## src/hdl/fspa_pkg.sv

```systemverilog
// Shared types, codes and constants of the fixed-slot pool allocator.
// No dependencies; used by the interface users, the free-map memory and the checker.
package fspa_pkg;

  localparam int unsigned MAX_SLOTS_DEF = 1024;

  localparam int unsigned CNT_W      = 11;
  localparam int unsigned SZL_W      = 4;
  localparam int unsigned REQ_W      = 15;
  localparam int unsigned OFF_W      = 25;
  localparam int unsigned SIDX_W     = 10;
  localparam int unsigned WASTE_W    = 48;
  localparam int unsigned CFG_IDX_W  = 1;
  localparam int unsigned CFG_DATA_W = 11;

  // widest free-map word
  localparam int unsigned MAP_WORD_MAX = 32;

  localparam logic [CNT_W-1:0] SLOT_COUNT_RST = 11'd1024;
  localparam logic [SZL_W-1:0] SLOT_LOG2_RST  = 4'd9;

  typedef enum logic [CFG_IDX_W-1:0] {
    REG_SLOT_COUNT     = 1'b0,
    REG_SLOT_SIZE_LOG2 = 1'b1
  } cfg_reg_e;

  typedef enum logic {
    MODE_ALLOC = 1'b0,
    MODE_FREE  = 1'b1
  } mode_e;

  typedef enum logic [2:0] {
    STAT_ALLOCATED = 3'd0,
    STAT_TOO_BIG   = 3'd1,
    STAT_FULL      = 3'd2,
    STAT_FREED     = 3'd3,
    STAT_NOT_OWNED = 3'd4
  } status_e;

  typedef struct packed {
    mode_e              mode;
    logic [REQ_W-1:0]   request_size;
    logic [OFF_W-1:0]   free_offset;
  } req_t;

  typedef struct packed {
    status_e            status;
    logic [SIDX_W-1:0]  slot_index;
    logic [OFF_W-1:0]   byte_offset;
    logic [CNT_W-1:0]   in_use;
    logic [CNT_W-1:0]   peak_in_use;
    logic [WASTE_W-1:0] wasted_total;
    logic               misaligned;
    logic               double_free;
    logic               count_underflow;
  } rsp_t;

  // bits per free-map word: a full word, or the whole pool when it is smaller
  function automatic int unsigned map_word_w(input int unsigned slots);
    int unsigned w;
    w = (slots < MAP_WORD_MAX) ? (1 << $clog2(slots)) : MAP_WORD_MAX;
    return w;
  endfunction

endpackage

```

## src/hdl/fspa_stream_if.sv

```systemverilog
// Valid/ready stream channel with a typed payload.
// No dependencies; the payload type is set where the channel is instantiated.
interface fspa_stream_if #(
  parameter type PayloadT = logic
) ();

  logic    valid;
  logic    ready;
  PayloadT payload;

  modport source (output valid, output payload, input ready);
  modport sink   (input valid, input payload, output ready);

endinterface

```

## src/hdl/fspa_free_map.sv

```systemverilog
// Free bitmap of the pool: word-wide RAM, two registered read ports, a summary bit per word.
// Depends on fspa_pkg; instantiated by fixed_slot_pool_allocator.
module fspa_free_map import fspa_pkg::*; #(
  parameter int unsigned MAX_SLOTS = MAX_SLOTS_DEF,
  localparam int unsigned IdxW      = $clog2(MAX_SLOTS),
  localparam int unsigned WordW     = map_word_w(MAX_SLOTS),
  localparam int unsigned BitW      = $clog2(WordW),
  localparam int unsigned WordsLog2 = IdxW - BitW,
  localparam int unsigned NumWords  = 1 << WordsLog2,
  localparam int unsigned AddrW     = (WordsLog2 > 0) ? WordsLog2 : 1
) (
  input  logic             clk_i,
  input  logic             rst_ni,
  input  logic [AddrW-1:0] rd_a_addr_i,
  input  logic [AddrW-1:0] rd_b_addr_i,
  output logic [WordW-1:0] rd_a_data_o,
  output logic [WordW-1:0] rd_b_data_o,
  input  logic             wr_en_i,
  input  logic [AddrW-1:0] wr_addr_i,
  input  logic [WordW-1:0] wr_data_i,
  output logic             busy_o,
  output logic             any_free_o,
  output logic [AddrW-1:0] first_word_o
);

  logic [WordW-1:0]    mem_q [NumWords];
  logic [WordW-1:0]    rd_a_q;
  logic [WordW-1:0]    rd_b_q;
  logic [NumWords-1:0] sum_q;
  logic                busy_q;
  logic [AddrW-1:0]    clr_addr_q;
  logic                wen;
  logic [AddrW-1:0]    waddr;
  logic [WordW-1:0]    wdata;
  logic [AddrW-1:0]    first_word;

  // the clearing sweep owns the write port until it is done
  always_comb begin
    wen   = busy_q | wr_en_i;
    waddr = busy_q ? clr_addr_q : wr_addr_i;
    wdata = busy_q ? '1 : wr_data_i;
  end

  always_ff @(posedge clk_i or negedge rst_ni) begin
    if (!rst_ni) begin
      busy_q     <= 1'b1;
      clr_addr_q <= '0;
    end else if (busy_q) begin
      if (clr_addr_q == AddrW'(NumWords - 1)) begin
        busy_q <= 1'b0;
      end else begin
        clr_addr_q <= clr_addr_q + AddrW'(1);
      end
    end
  end

  always_ff @(posedge clk_i) begin
    if (wen) begin
      mem_q[waddr] <= wdata;
    end
    rd_a_q <= mem_q[rd_a_addr_i];
    rd_b_q <= mem_q[rd_b_addr_i];
  end

  // one bit per word: word still holds a free slot
  always_ff @(posedge clk_i or negedge rst_ni) begin
    if (!rst_ni) begin
      sum_q <= '1;
    end else if (wen) begin
      sum_q[waddr] <= |wdata;
    end
  end

  // lowest word with a free slot
  always_comb begin
    first_word = '0;
    for (int i = NumWords - 1; i >= 0; i--) begin
      if (sum_q[i]) begin
        first_word = AddrW'(i);
      end
    end
  end

  assign rd_a_data_o  = rd_a_q;
  assign rd_b_data_o  = rd_b_q;
  assign busy_o       = busy_q;
  assign any_free_o   = |sum_q;
  assign first_word_o = first_word;

endmodule

```

## src/hdl/fixed_slot_pool_allocator.sv

```systemverilog
// Fixed-slot pool allocator: free bitmap in RAM, hint slot, usage and waste counters.
// Depends on fspa_pkg, fspa_stream_if and fspa_free_map.
//
//   channel  | dir | handshake           | payload
//   ---------+-----+---------------------+-------------------------------------------
//   req_i    | in  | valid/ready         | mode, request_size, free_offset
//   rsp_o    | out | valid/ready         | status, slot_index, byte_offset, counters,
//            |     |                     | misaligned, double_free, count_underflow
//   cfg      | in  | cfg_we_i, no stall  | cfg_idx_i selects the register, cfg_data_i
//
// A request is not accepted until the last one has left S_NEXT; its steps are one free-map read
// for the candidate words, one for the neighbour word of an allocated slot, and the load of
// the result register. Ready returns and the result becomes valid together as S_NEXT ends.
// After reset a clearing pass fills the free map, one word per cycle (NumWords words,
// 32 at the default size); req_i.ready stays low until it ends, configuration still writes.
// A result not taken holds the sequencer in its last step; the next request waits for it.
module fixed_slot_pool_allocator import fspa_pkg::*; #(
  parameter int unsigned MAX_SLOTS = MAX_SLOTS_DEF
) (
  input  logic                  clk_i,
  input  logic                  rst_ni,
  input  logic                  cfg_we_i,
  input  logic [CFG_IDX_W-1:0]  cfg_idx_i,
  input  logic [CFG_DATA_W-1:0] cfg_data_i,
  fspa_stream_if.sink           req_i,
  fspa_stream_if.source         rsp_o
);

  localparam int unsigned IdxW      = $clog2(MAX_SLOTS);
  localparam int unsigned WordW     = map_word_w(MAX_SLOTS);
  localparam int unsigned BitW      = $clog2(WordW);
  localparam int unsigned WordsLog2 = IdxW - BitW;
  localparam int unsigned AddrW     = (WordsLog2 > 0) ? WordsLog2 : 1;
  // slot indices and counts compared at a common width
  localparam int unsigned LimW      = (IdxW + 1 > CNT_W) ? IdxW + 1 : CNT_W;
  // slot size in bytes reaches 2**15
  localparam int unsigned SbW       = REQ_W + 1;
  // pool size in bytes, count shifted by the size exponent
  localparam int unsigned LimitW    = OFF_W + 1;

  typedef enum logic [2:0] {
    S_IDLE = 3'b001,
    S_PICK = 3'b010,
    S_NEXT = 3'b100
  } state_e;

  // control state
  state_e               state_q, state_d;
  logic [CNT_W-1:0]     slot_count_q, slot_count_d;
  logic [SZL_W-1:0]     slot_log2_q, slot_log2_d;
  logic                 hint_valid_q, hint_valid_d;
  logic [IdxW-1:0]      hint_slot_q, hint_slot_d;
  logic [CNT_W-1:0]     taken_q, taken_d;
  logic [CNT_W-1:0]     peak_q, peak_d;
  logic [WASTE_W-1:0]   waste_q, waste_d;
  logic                 out_valid_q, out_valid_d;

  // request and result staging
  req_t                 req_q;
  logic [IdxW-1:0]      idx_q;
  logic [AddrW-1:0]     b_word_q;
  logic                 any_free_q;
  status_e              res_status_q, res_status_d;
  logic [IdxW-1:0]      res_idx_q, res_idx_d;
  logic                 res_mis_q, res_mis_d;
  logic                 res_dbl_q, res_dbl_d;
  logic                 res_under_q, res_under_d;
  logic                 found_q, found_d;
  logic [LimW-1:0]      nxt_q;
  rsp_t                 out_q, out_d;

  // free-map port
  logic [AddrW-1:0]     rd_a_addr, rd_b_addr;
  logic [WordW-1:0]     rd_a_data, rd_b_data;
  logic                 map_wr_en;
  logic [AddrW-1:0]     map_wr_addr;
  logic [WordW-1:0]     map_wr_data;
  logic                 map_busy;
  logic                 map_any_free;
  logic [AddrW-1:0]     map_first_word;

  // datapath
  logic                 req_accept;
  logic                 out_free;
  logic [CNT_W-1:0]     n_slots;
  logic [SbW-1:0]       slot_bytes;
  logic [OFF_W-1:0]     off_idx;
  logic                 too_big;
  logic                 pool_full;
  logic [BitW-1:0]      hint_bit;
  logic                 hint_ok;
  logic [BitW-1:0]      ff_bit;
  logic [IdxW-1:0]      ff_idx;
  logic                 ff_ok;
  logic [IdxW-1:0]      pick_idx;
  logic [WordW-1:0]     pick_word;
  logic [LimW-1:0]      nxt;
  logic                 alloc_ok;
  logic [LimitW-1:0]    pool_limit;
  logic                 not_owned;
  logic [BitW-1:0]      free_bit;
  logic                 free_mis;
  logic [SbW-1:0]       waste_inc;
  logic [WASTE_W:0]     waste_sum;
  logic [CNT_W-1:0]     taken_inc;
  logic                 next_free;

  fspa_free_map #(
    .MAX_SLOTS (MAX_SLOTS)
  ) u_free_map (
    .clk_i        (clk_i),
    .rst_ni       (rst_ni),
    .rd_a_addr_i  (rd_a_addr),
    .rd_b_addr_i  (rd_b_addr),
    .rd_a_data_o  (rd_a_data),
    .rd_b_data_o  (rd_b_data),
    .wr_en_i      (map_wr_en),
    .wr_addr_i    (map_wr_addr),
    .wr_data_i    (map_wr_data),
    .busy_o       (map_busy),
    .any_free_o   (map_any_free),
    .first_word_o (map_first_word)
  );

  assign req_i.ready   = (state_q == S_IDLE) && !map_busy;
  assign req_accept    = req_i.valid && req_i.ready;
  assign out_free      = !out_valid_q || rsp_o.ready;
  assign rsp_o.valid   = out_valid_q;
  assign rsp_o.payload = out_q;

  // slots actually usable: the register, capped at the pool size
  assign n_slots = (LimW'(slot_count_q) < LimW'(MAX_SLOTS)) ? slot_count_q : CNT_W'(MAX_SLOTS);
  assign slot_bytes = SbW'(1) << slot_log2_q;
  assign off_idx    = req_i.payload.free_offset >> slot_log2_q;

  // ---- allocate: choose a slot from the two candidate words ----
  assign too_big   = {1'b0, req_q.request_size} > slot_bytes;
  assign pool_full = taken_q >= n_slots;
  assign hint_bit  = hint_slot_q[BitW-1:0];
  assign hint_ok   = hint_valid_q && (LimW'(hint_slot_q) < LimW'(n_slots)) &&
                     rd_a_data[hint_bit];

  always_comb begin
    ff_bit = '0;
    for (int i = WordW - 1; i >= 0; i--) begin
      if (rd_b_data[i]) begin
        ff_bit = BitW'(i);
      end
    end
  end

  assign ff_idx    = IdxW'({b_word_q, ff_bit});
  // the lowest free slot overall may lie at or above the count: then nothing fits
  assign ff_ok     = any_free_q && (|rd_b_data) && (LimW'(ff_idx) < LimW'(n_slots));
  assign pick_idx  = hint_ok ? hint_slot_q : ff_idx;
  assign pick_word = hint_ok ? rd_a_data : rd_b_data;
  assign nxt       = LimW'(pick_idx) + LimW'(1);
  assign alloc_ok  = !too_big && !pool_full && (hint_ok || ff_ok);
  assign waste_inc = slot_bytes - {1'b0, req_q.request_size};
  assign waste_sum = {1'b0, waste_q} + (WASTE_W + 1)'(waste_inc);
  assign taken_inc = taken_q + CNT_W'(1);

  // ---- free: ownership, alignment, double free ----
  assign pool_limit = LimitW'(n_slots) << slot_log2_q;
  assign not_owned  = LimitW'(req_q.free_offset) >= pool_limit;
  assign free_bit   = idx_q[BitW-1:0];
  assign free_mis   = (req_q.free_offset & OFF_W'(slot_bytes - SbW'(1))) != '0;

  // neighbour of the allocated slot, read back in the last step
  assign next_free  = found_q && (nxt_q < LimW'(n_slots)) && rd_a_data[nxt_q[BitW-1:0]];

  // read addresses: candidates while idle, neighbour word afterwards
  always_comb begin
    rd_b_addr = b_word_q;
    rd_a_addr = AddrW'(nxt_q >> BitW);
    unique case (state_q)
      S_IDLE: begin
        rd_b_addr = map_first_word;
        rd_a_addr = (req_i.payload.mode == MODE_FREE) ? AddrW'(off_idx >> BitW)
                                                      : AddrW'(hint_slot_q >> BitW);
      end
      S_PICK:  rd_a_addr = AddrW'(nxt >> BitW);
      S_NEXT:  rd_a_addr = AddrW'(nxt_q >> BitW);
      default: rd_a_addr = AddrW'(nxt_q >> BitW);
    endcase
  end

  // read-modify-write of the chosen word; the next request reads only after it lands
  always_comb begin
    map_wr_en   = 1'b0;
    map_wr_addr = AddrW'(idx_q >> BitW);
    map_wr_data = rd_a_data | (WordW'(1) << free_bit);
    if (state_q == S_PICK) begin
      if (req_q.mode == MODE_ALLOC) begin
        map_wr_en   = alloc_ok;
        map_wr_addr = AddrW'(pick_idx >> BitW);
        map_wr_data = pick_word & ~(WordW'(1) << pick_idx[BitW-1:0]);
      end else begin
        map_wr_en   = !not_owned;
      end
    end
  end

  always_comb begin
    state_d      = state_q;
    slot_count_d = slot_count_q;
    slot_log2_d  = slot_log2_q;
    hint_valid_d = hint_valid_q;
    hint_slot_d  = hint_slot_q;
    taken_d      = taken_q;
    peak_d       = peak_q;
    waste_d      = waste_q;
    out_valid_d  = out_valid_q && !rsp_o.ready;
    res_status_d = res_status_q;
    res_idx_d    = res_idx_q;
    res_mis_d    = res_mis_q;
    res_dbl_d    = res_dbl_q;
    res_under_d  = res_under_q;
    found_d      = found_q;
    out_d        = out_q;

    if (cfg_we_i) begin
      unique case (cfg_reg_e'(cfg_idx_i))
        REG_SLOT_COUNT:     slot_count_d = cfg_data_i;
        REG_SLOT_SIZE_LOG2: slot_log2_d  = cfg_data_i[SZL_W-1:0];
      endcase
    end

    unique case (state_q)
      S_IDLE: begin
        if (req_accept) begin
          state_d = S_PICK;
        end
      end

      // decide and commit all state but the next-slot hint
      S_PICK: begin
        state_d     = S_NEXT;
        res_idx_d   = '0;
        res_mis_d   = 1'b0;
        res_dbl_d   = 1'b0;
        res_under_d = 1'b0;
        found_d     = 1'b0;
        if (req_q.mode == MODE_ALLOC) begin
          if (too_big) begin
            res_status_d = STAT_TOO_BIG;
          end else if (!alloc_ok) begin
            res_status_d = STAT_FULL;
          end else begin
            res_status_d = STAT_ALLOCATED;
            res_idx_d    = pick_idx;
            found_d      = 1'b1;
            taken_d      = taken_inc;
            peak_d       = (taken_inc > peak_q) ? taken_inc : peak_q;
            waste_d      = waste_sum[WASTE_W] ? '1 : waste_sum[WASTE_W-1:0];
            if (hint_ok) begin
              hint_valid_d = 1'b0;
            end
          end
        end else begin
          if (not_owned) begin
            res_status_d = STAT_NOT_OWNED;
          end else begin
            res_status_d = STAT_FREED;
            res_idx_d    = idx_q;
            res_mis_d    = free_mis;
            res_dbl_d    = rd_a_data[free_bit];
            hint_slot_d  = idx_q;
            hint_valid_d = 1'b1;
            if (taken_q == '0) begin
              res_under_d = 1'b1;
            end else begin
              taken_d = taken_q - CNT_W'(1);
            end
          end
        end
      end

      // hint to the neighbour, then hand the result over
      S_NEXT: begin
        if (out_free) begin
          state_d     = S_IDLE;
          out_valid_d = 1'b1;
          if (next_free) begin
            hint_slot_d  = IdxW'(nxt_q);
            hint_valid_d = 1'b1;
          end
          out_d.status          = res_status_q;
          out_d.slot_index      = SIDX_W'(res_idx_q);
          out_d.byte_offset     = OFF_W'(res_idx_q) << slot_log2_q;
          out_d.in_use          = taken_q;
          out_d.peak_in_use     = peak_q;
          out_d.wasted_total    = waste_q;
          out_d.misaligned      = res_mis_q;
          out_d.double_free     = res_dbl_q;
          out_d.count_underflow = res_under_q;
        end
      end

      default: state_d = S_IDLE;
    endcase
  end

  always_ff @(posedge clk_i or negedge rst_ni) begin
    if (!rst_ni) begin
      state_q      <= S_IDLE;
      slot_count_q <= SLOT_COUNT_RST;
      slot_log2_q  <= SLOT_LOG2_RST;
      hint_valid_q <= 1'b0;
      hint_slot_q  <= '0;
      taken_q      <= '0;
      peak_q       <= '0;
      waste_q      <= '0;
      out_valid_q  <= 1'b0;
    end else begin
      state_q      <= state_d;
      slot_count_q <= slot_count_d;
      slot_log2_q  <= slot_log2_d;
      hint_valid_q <= hint_valid_d;
      hint_slot_q  <= hint_slot_d;
      taken_q      <= taken_d;
      peak_q       <= peak_d;
      waste_q      <= waste_d;
      out_valid_q  <= out_valid_d;
    end
  end

  always_ff @(posedge clk_i) begin
    if (req_accept) begin
      req_q      <= req_i.payload;
      idx_q      <= IdxW'(off_idx);
      b_word_q   <= map_first_word;
      any_free_q <= map_any_free;
    end
    if (state_q == S_PICK) begin
      nxt_q <= nxt;
    end
    res_status_q <= res_status_d;
    res_idx_q    <= res_idx_d;
    res_mis_q    <= res_mis_d;
    res_dbl_q    <= res_dbl_d;
    res_under_q  <= res_under_d;
    found_q      <= found_d;
    out_q        <= out_d;
  end

endmodule

```

## src/flat_wrapper.sv

```systemverilog
// flat-port wrapper written by rule: the top's interface ports become plain ports
module fixed_slot_pool_allocator_flat import fspa_pkg::*;
#(
  parameter int unsigned MAX_SLOTS = MAX_SLOTS_DEF
)
  (clk_i, rst_ni, cfg_we_i, cfg_idx_i, cfg_data_i, req_i_valid, req_i_payload, req_i_ready, rsp_o_valid, rsp_o_payload, rsp_o_ready);
  fspa_stream_if #(.PayloadT(req_t)) req_i_i ();
  fspa_stream_if #(.PayloadT(rsp_t)) rsp_o_i ();
  input  logic clk_i;
  input  logic rst_ni;
  input  logic cfg_we_i;
  input  logic [CFG_IDX_W-1:0] cfg_idx_i;
  input  logic [CFG_DATA_W-1:0] cfg_data_i;
  input wire logic [$bits(req_i_i.valid)-1:0] req_i_valid;
  input wire logic [$bits(req_i_i.payload)-1:0] req_i_payload;
  output wire logic [$bits(req_i_i.ready)-1:0] req_i_ready;
  output wire logic [$bits(rsp_o_i.valid)-1:0] rsp_o_valid;
  output wire logic [$bits(rsp_o_i.payload)-1:0] rsp_o_payload;
  input wire logic [$bits(rsp_o_i.ready)-1:0] rsp_o_ready;
  assign req_i_i.valid = req_i_valid;
  assign req_i_i.payload = req_i_payload;
  assign req_i_ready = req_i_i.ready;
  assign rsp_o_valid = rsp_o_i.valid;
  assign rsp_o_payload = rsp_o_i.payload;
  assign rsp_o_i.ready = rsp_o_ready;
  fixed_slot_pool_allocator #(.MAX_SLOTS(MAX_SLOTS)) u_core (.clk_i(clk_i), .rst_ni(rst_ni), .cfg_we_i(cfg_we_i), .cfg_idx_i(cfg_idx_i), .cfg_data_i(cfg_data_i), .req_i(req_i_i), .rsp_o(rsp_o_i));
endmodule
```

## config.mk

```make
export PLATFORM = sky130hd
export DESIGN_NAME = fixed_slot_pool_allocator_flat
export DESIGN_NICKNAME = d
export VERILOG_FILES = /design/src/hdl/fspa_pkg.sv /design/src/hdl/fspa_stream_if.sv /design/src/hdl/fspa_free_map.sv /design/src/hdl/fixed_slot_pool_allocator.sv /design/src/flat_wrapper.sv
export SDC_FILE = /design/constraint.sdc
export NUM_CORES = 2
export LEC_CHECK = 0
export ABC_AREA = 0
export BUFFER_PORTS_ARGS = -buffer_cell sky130_fd_sc_hd__buf_2
export CAP_MARGIN = 25
export CORE_MARGIN = 1.5
export CORE_UTILIZATION = 63
export DETAILED_ROUTE_END_ITERATION = 8
export PLACE_DENSITY = 0.8
export RECOVER_POWER = 25
export SLEW_MARGIN = 20
export SYNTH_ARGS = -nofsm -noshare
export SYNTH_HDL_FRONTEND = slang
export SYNTH_SLANG_ARGS = --single-unit
```

## constraint.sdc

```tcl
create_clock -name clk_i -period 10.65 [get_ports clk_i]
set_clock_uncertainty 0.2 [all_clocks]
set_input_delay 0.5325 -clock clk_i [delete_from_list [all_inputs] [get_ports clk_i]]
set_output_delay 0.5325 -clock clk_i [all_outputs]
set_load 0.01 [all_outputs]
```

After elaboration in Yosys (flattened, before gate mapping)
Memories as Yosys holds them, arrays and structs flattened. A register that Yosys moved wholly into a read port is not among the register bits.
Index checks and enable logic that the tools add are counted.
{ "word_totals": {"ramBits": 1024, "mem_count": 1, "elab_cells": 250, "regBits": 334, "inputBits": 58} }
{ "mem_list": {"columns": ["memory", "words", "width", "read_ports", "rd_ports_with_merged_regs", "wr", "line_no", "text"], "rows": [
  ["u_core.u_free_map.mem_q", 32, 32, 2, 2, 1, "fspa_free_map.sv:26", "logic [WordW-1:0] mem_q [NumWords];"]
]} }
{ "op_classes": {"n_addsub": 7, "magnitude_cmp": 13, "n_mux": 125, "bitwise_logic": 9, "n_shift": 6, "reduce_logical": 39, "n_eq_ne": 16} }
{ "ops": {"columns": ["cell", "count"], "rows": [
  ["5-bit 2-to-1 mux", 69],
  ["32-bit 2-to-1 mux", 4],
  ["32-bit OR reduction", 3],
  ["10-bit 2-to-1 mux", 9],
  ["11-bit 2-to-1 mux", 6],
  ["1-bit by 5-bit left shift with 32-bit output (first input constant)", 2],
  ["48-bit by 16-bit adder with 49-bit output", 1],
  ["48-bit 2-to-1 mux", 1],
  ["32-bit bitwise AND", 1],
  ["32-bit bitwise mux", 1],
  ["32-bit NOT", 1],
  ["32-bit bitwise OR", 1],
  ["25-bit by 26-bit >= comparator with 1-bit output", 1],
  ["11-bit by 4-bit left shift with 26-bit output", 1],
  ["25-bit bitwise AND", 1],
  ["25-bit nonzero test", 1],
  ["10-bit by 4-bit left shift with 25-bit output", 1],
  ["25-bit by 4-bit >> shifter with 10-bit output", 1],
  ["5-bit by 6-bit less-than comparator with 1-bit output (second input constant)", 4],
  ["10-bit by 11-bit less-than comparator with 1-bit output", 2],
  ["1-bit 2-to-1 mux", 21],
  ["10-bit one-hot mux with 2 select lines", 1],
  ["16-bit by 1-bit subtractor with 17-bit output (second input constant)", 1],
  ["15-bit by 16-bit > comparator with 1-bit output", 1],
  ["39 further kinds", 80]
]} }

Longest topological paths before layout
{ "logic_depth": {"ltp_word": 41, "mapped_depth": 30} }

Modules after synthesis
A second synthesis with hierarchy kept.
{ "hier_totals": {"cells_unflattened": 5029, "hier_area_um2": 70501.4} }
{ "modules_own_cells": {"columns": ["mod", "n_inst", "area_each_um2", "seq_area_each_um2", "cells_each"], "rows": [
  ["fspa_free_map", 1, 50970.1, 33022.9, 3113],
  ["fixed_slot_pool_allocator", 1, 19531.2, 8393.0, 1916]
]} }

Worst setup path after synthesis
Ideal clock, no wire load.
{ "synth_timing": {"path_kind": "register -> register", "startpoint": "reg u_core.slot_log2_q[0]", "endpoint": "reg u_core.u_free_map.sum_q[30]", "n_path_buf": 6, "path_stages_with_launch": 25, "synth_period_minus_slack_ps": 7843, "slack_ps": 2807, "arrival_time_ps": 7560, "setup_ps": 83, "t_required_ps": 10367, "path_cell_list": "dfstp_2 -> clkbuf_1 -> buf_1 -> clkbuf_1 -> clkbuf_1 -> buf_1 -> buf_1 -> nor2_1 -> a21oi_1 -> nor2_1 -> mux2_2 -> a22oi_1 -> ha_1 -> nand4_1 -> nor4_1 -> a211o_1 -> a21o_1 -> a2111oi_0 -> o21ai_0 -> o221a_2 -> o21ai_0 -> and2_1 -> o311ai_1 -> nor2_1 -> mux2_2"} }
{ "synth_between": {"elab_chain_cells": 8} }
{ "synth_lines": {"columns": ["element", "line_no", "text"], "rows": [
  ["start: declaration", "fixed_slot_pool_allocator.sv:50", "logic [SZL_W-1:0] slot_log2_q, slot_log2_d;"],
  ["start signal: assignment", "fixed_slot_pool_allocator.sv:318", "slot_log2_q <= slot_log2_d;"],
  ["branches (longest 5 deep; another with 25-bit by 26-bit >= comparator with 1-bit output)", null, null],
  ["1-bit 2-to-1 mux (*)", "fixed_slot_pool_allocator.sv:194", "if (req_q.mode == MODE_ALLOC) begin"],
  ["1-bit 2-to-1 mux (*)", "fixed_slot_pool_allocator.sv:193", "if (state_q == S_PICK) begin"],
  ["1-bit bitwise OR (*)", "fspa_free_map.sv:39", "wen = busy_q | wr_en_i;"],
  ["end signal: indexed assignment", "fspa_free_map.sv:70", "sum_q[waddr] <= |wdata;"],
  ["end: declaration", "fspa_free_map.sv:29", "logic [NumWords-1:0] sum_q;"]
]} }
Mark *: on every way between the ends.
A chain may end at the register's enable or synchronous reset.

Worst setup path in the final report
{ "layout_timing": {"startpoint": "reg u_core.slot_log2_q[1]", "endpoint": "mem u_core.u_free_map.mem_q[27][9] (netlist name) (enable)"} }
{ "layout_between": {"elab_chain_cells": 10} }
{ "layout_lines": {"columns": ["element", "line_no", "text"], "rows": [
  ["branches (longest 5 deep; another with 25-bit by 26-bit >= comparator with 1-bit output)", null, null],
  ["1-bit 2-to-1 mux (*)", "fixed_slot_pool_allocator.sv:194", null],
  ["1-bit 2-to-1 mux (*)", "fixed_slot_pool_allocator.sv:193", null],
  ["1-bit bitwise OR (*)", "fspa_free_map.sv:39", null],
  ["1-bit 2-to-1 mux (*)", "fspa_free_map.sv:58", "if (wen) begin"],
  ["1-bit 2-to-1 mux (not written as such) (*)", "fspa_free_map.sv:59", "mem_q[waddr] <= wdata;"],
  ["end: declaration", "fspa_free_map.sv:26", null]
]} }
Marked as above.

==> summary.md <==
| Metric | Value |
|---|---|
| Setup CP Type | `reg -> reg` |
| Unique masters post-synth | `93` |
| Status | `finished with violations` |
| Worst-path fanout max | `56` |
| Worst-Margin Slew | `5.50 ns` |
| TritonCTS Buffers | `roughly 150` |
| Post-CTS Setup Bufs | `0` |
| Worst path most repeated cell | `buf_4` |
| CTS resizes | `0` |
| Area Overhead vs Synth | `11.6%` |
| Final Hold Slack | `about 0.032 ns` |
| Placer Congestion | `1.03` |
| Share of cells above drive strength 1 | `a little under a fifth` |
| Setup crit end kind | `register` |
| Sequential area share after synthesis | `56.2%` |
| Primary FF master, synth | `edfxtp_1` |
| Gate count after technology mapping | `5658` |
| DR iter-0 viols | `roughly 10000` |
| Die Y | `345 um` |
| Worst path depth | `21` |
| Post-synthesis simple-gate area fraction | `8.32%` |
| CTS HTree Levels | `4` |
| Crit path cell chain | `clkbuf_1 > nor2b_1 > a21oi_1 > nor2_1 > mux2_2 > a22oi_1 > ha_1 > nand4_1 > nor4_1 > a211o_1 > a21o_1 > a2111oi_0 > o21ai_0 > o221a_2 > o21ai_1 > buf_4 > and2_1 > o311ai_2 > buf_4 > nor2_4 > buf_4` |
| Register area | `around 41000 um2` |
| Cell Area, Synth | `73700 um2` |
| Row cnt | `125` |
| Commonest non-fill, non-tap cell in the layout | `edfxtp_1` |
| Net Count, Synth | `5836` |
| Final min period | `8.71 ns` |
| Worst stage delay on the critical path | `1.81 ns` |
| Highest clock rate | `about 110 MHz` |
| Failing checks | `max-capacitance violations, max-slew violations` |
| Area share of fa/ha/maj cells after synthesis | `2.07%` |
| Drt total wl | `between 200000 and 300000 um` |
| GRT Residual Overflow | `0` |
| Synth Warn # | `0` |
| Dpl hpwl | `158000 um` |
| Cell taking the most area after synthesis | `edfxtp_1` |
| Cell family with most CP delay | `buffers and inverters` |
| Mapped Avg Cell Area | `13.0 um2` |
| Initial antenna violation count | `6` |
| # port buffers | `170` |
| Clk buf depth | `3` |
| Final hold viol count | `0` |
| Iteration count of the initial detailed-routing pass | `7` |
| Root buf cell | `clkbuf_16` |
| CP required | `10.89 ns` |
| Total number of vias | `about 57000` |
| Yosys reg bits | `1422` |
| Drt via density | `about 7.7` |
| Pins Over Slew Limit | `roughly 570` |
| Worst R2R Path Depth | `21` |
| Die Area | `about 120000 um2` |
| Vias in the first global route | `55897` |
| Post-synth EDFFs | `1220` |
| XOR/XNOR Fraction of Synth Area | `0.868%` |
| Most frequent cells in the layout | `edfxtp_1, nand2_1, mux2i_1, nor2_1, o22ai_1` |
| Insertion delay to the later sink of the worst-skew pair | `0.84 ns` |
| Worst hold path depth | `3` |
| Rel. slew slack | `-267%` |
| Complex-gate fraction of the synthesized area | `12.2%` |
| Final Net Count | `5955` |
| Setup_tns | `0 ns` |
| Startpoint Class | `register` |
| Finish-stage setup viols | `0` |
| Worst hold path class | `in -> reg` |
| WL per Instance | `around 34 um` |
| Io pins | `around 170` |
| DRC violations left | `0` |
| Top-area cell type share of the netlist area | `just under 50%` |
| Post-DRT Antenna Nets | `0` |
| Post-synth ARST share | `9.70%` |
| Largest cells by area after synthesis | `edfxtp_1, mux4_2, mux2i_1` |
| RSZ-0062 raised after global routing | `no` |
| Portion of netlist area occupied by mux cells | `about 17%` |
| Worst path bufs/invs | `4` |
| Largest net degree at the start of global routing | `approximately 130` |
| Cells after DPL | `between 7000 and 8000` |
| Filler cells | `7531` |
| CTS tree | `yes` |
| Clock Sinks | `1422` |
| Largest family of logic cells by synthesized area | `multiplexers` |
| Final period utilization | `81.8%` |
| GRT Total Usage | `42.2%` |
| Fin cells | `7436` |
| CTS clk-pin slew, worst paths | `0.06 ns` |
| First-pass GRT wire length | `~370000 um` |
| Core area | `116000 um2` |
| Initial Utilization | `63.5%` |
| Die Span X | `345 um` |
| Multi-input logic area | `30700 um2` |
| Critical path arrival | `8.95 ns` |
| CP max stage cell | `clkbuf_1` |
| Max Cap Viol | `13` |
==> cell usage after synthesis, types with 28 or more instances <==
cell type  number
dfstp_2        37
clkbuf_1      295
ha_1          118
a32o_1         78
mux4_2        302
nor2_1        356
o22ai_1       305
mux2i_1       367
nand3_1        86
xor2_1         38
dfrtp_1       101
xnor2_1        35
nor2b_1        31
mux2_2        205
edfxtp_1     1220
o21ai_0       141
nor3_1        102
a211oi_1      154
and3_1         92
a21boi_0       28
o221ai_1       67
a22oi_1        70
buf_1          49
a21oi_1       186
nand4_1        29
buf_2          46
dfxtp_1        64
inv_1          75
a31oi_1        65
nand2_1       527
==> sequential cells by signal, indices dropped and copies added, names as in the netlist, 10 cells and up <==
name and cells:
u_core.res_idx_q 10, u_core.slot_count_q 11, u_core.u_free_map.mem_q 1024, u_core.rsp_o.payload 111
u_core.u_free_map.rd_b_data_o 32, u_core.peak_q 11, u_core.req_q 41, u_core.nxt_q 11
u_core.idx_q 10, u_core.taken_q 11, u_core.u_free_map.rd_a_data_o 32, u_core.u_free_map.sum_q 32
u_core.waste_q 48, u_core.hint_slot_q 10
==> cells by family after synthesis <==
group	Yosys count
flip-flops	1422
AND/OR/NAND/NOR	1357
AO/OA/AOI/OAI	1302
multiplexers	874
buffers and inverters	509
adder cells (fa/ha/maj)	121
XOR/XNOR	73
==> layout make-up <==
cell class,count,share of cell area (%)
Sequential cell,1422,50.4
Multi-Input combinational cell,3727,37.4
Clock buffer,196,4.95
Timing Repair Buffer,396,3.31
Tap cell,1524,2.32
Clock inverter,83,1.29
Inverter,81,0.379
Antenna cell,7,0.0213
==> what timing repair did <==
item	CTS	global route
setup endpoints to repair	0	0
hold buffers	60	0
endpoints found under the hold margin	114	0
==> path summary, 6_finish.rpt <==
| check | start | to | slack, ns |
|---|---|---|---|
| max | u_core.slot_log2_q[1] | u_core.u_free_map.mem_q[27][9] | 1.94 |
| min | cfg_idx_i | u_core.slot_count_q[2] | 0.03 |
| max reg2reg | u_core.slot_log2_q[1] | u_core.u_free_map.mem_q[27][9] | 1.94 |
| min reg2reg | u_core.res_status_q[1] | u_core.rsp_o.payload[109] | 0.23 |
| max in group asynchronous | rst_ni | u_core.waste_q[40] | 4.00 |
| min in group asynchronous | rst_ni | u_core.waste_q[2] | 2.10 |
==> metrics by stage <==
| step | instance area (um2) | setup slack [ns] | util [%] |
|---|---|---|---|
| after floorplan | 73700 | 2.81 | - |
| after global placement | 76400 | 3.34 | 65.9 |
| after detailed placement | 76600 | 3.27 | 66.0 |
| after CTS | 82300 | 3.24 | 70.9 |
| after global routing | 82200 | 1.50 | 70.8 |
| final | 82200 | 1.94 | 70.9 |
==> routing by layer <==
layer  share of wire (%)  routed length [um]  global-route usage (%)
met5               0.018                  46                       0
met4                 7.7               19600                    28.1
met3                  15               38400                    14.1
met2                  44              112000                    63.0
met1                  33               84900                    52.8
==> worst reg2reg max path, stage by stage (launching register included) <==
cell       delay (ns)
dfrtp_2          0.36
clkbuf_1         1.81
nor2b_1          0.47
a21oi_1          0.30
nor2_1           0.12
mux2_2           0.31
a22oi_1          0.29
ha_1             0.32
nand4_1          0.10
nor4_1           0.06
a211o_1          0.27
a21o_1           0.17
a2111oi_0        0.42
o21ai_0          0.15
o221a_2          0.29
o21ai_1          0.15
buf_4            0.25
and2_1           0.47
o311ai_2         0.13
buf_4            0.27
nor2_4           0.78
buf_4            0.61
Power is left out: the tool's default activity adds up to more than one toggle a clock period on the data nets, which glitch-free logic cannot reach.
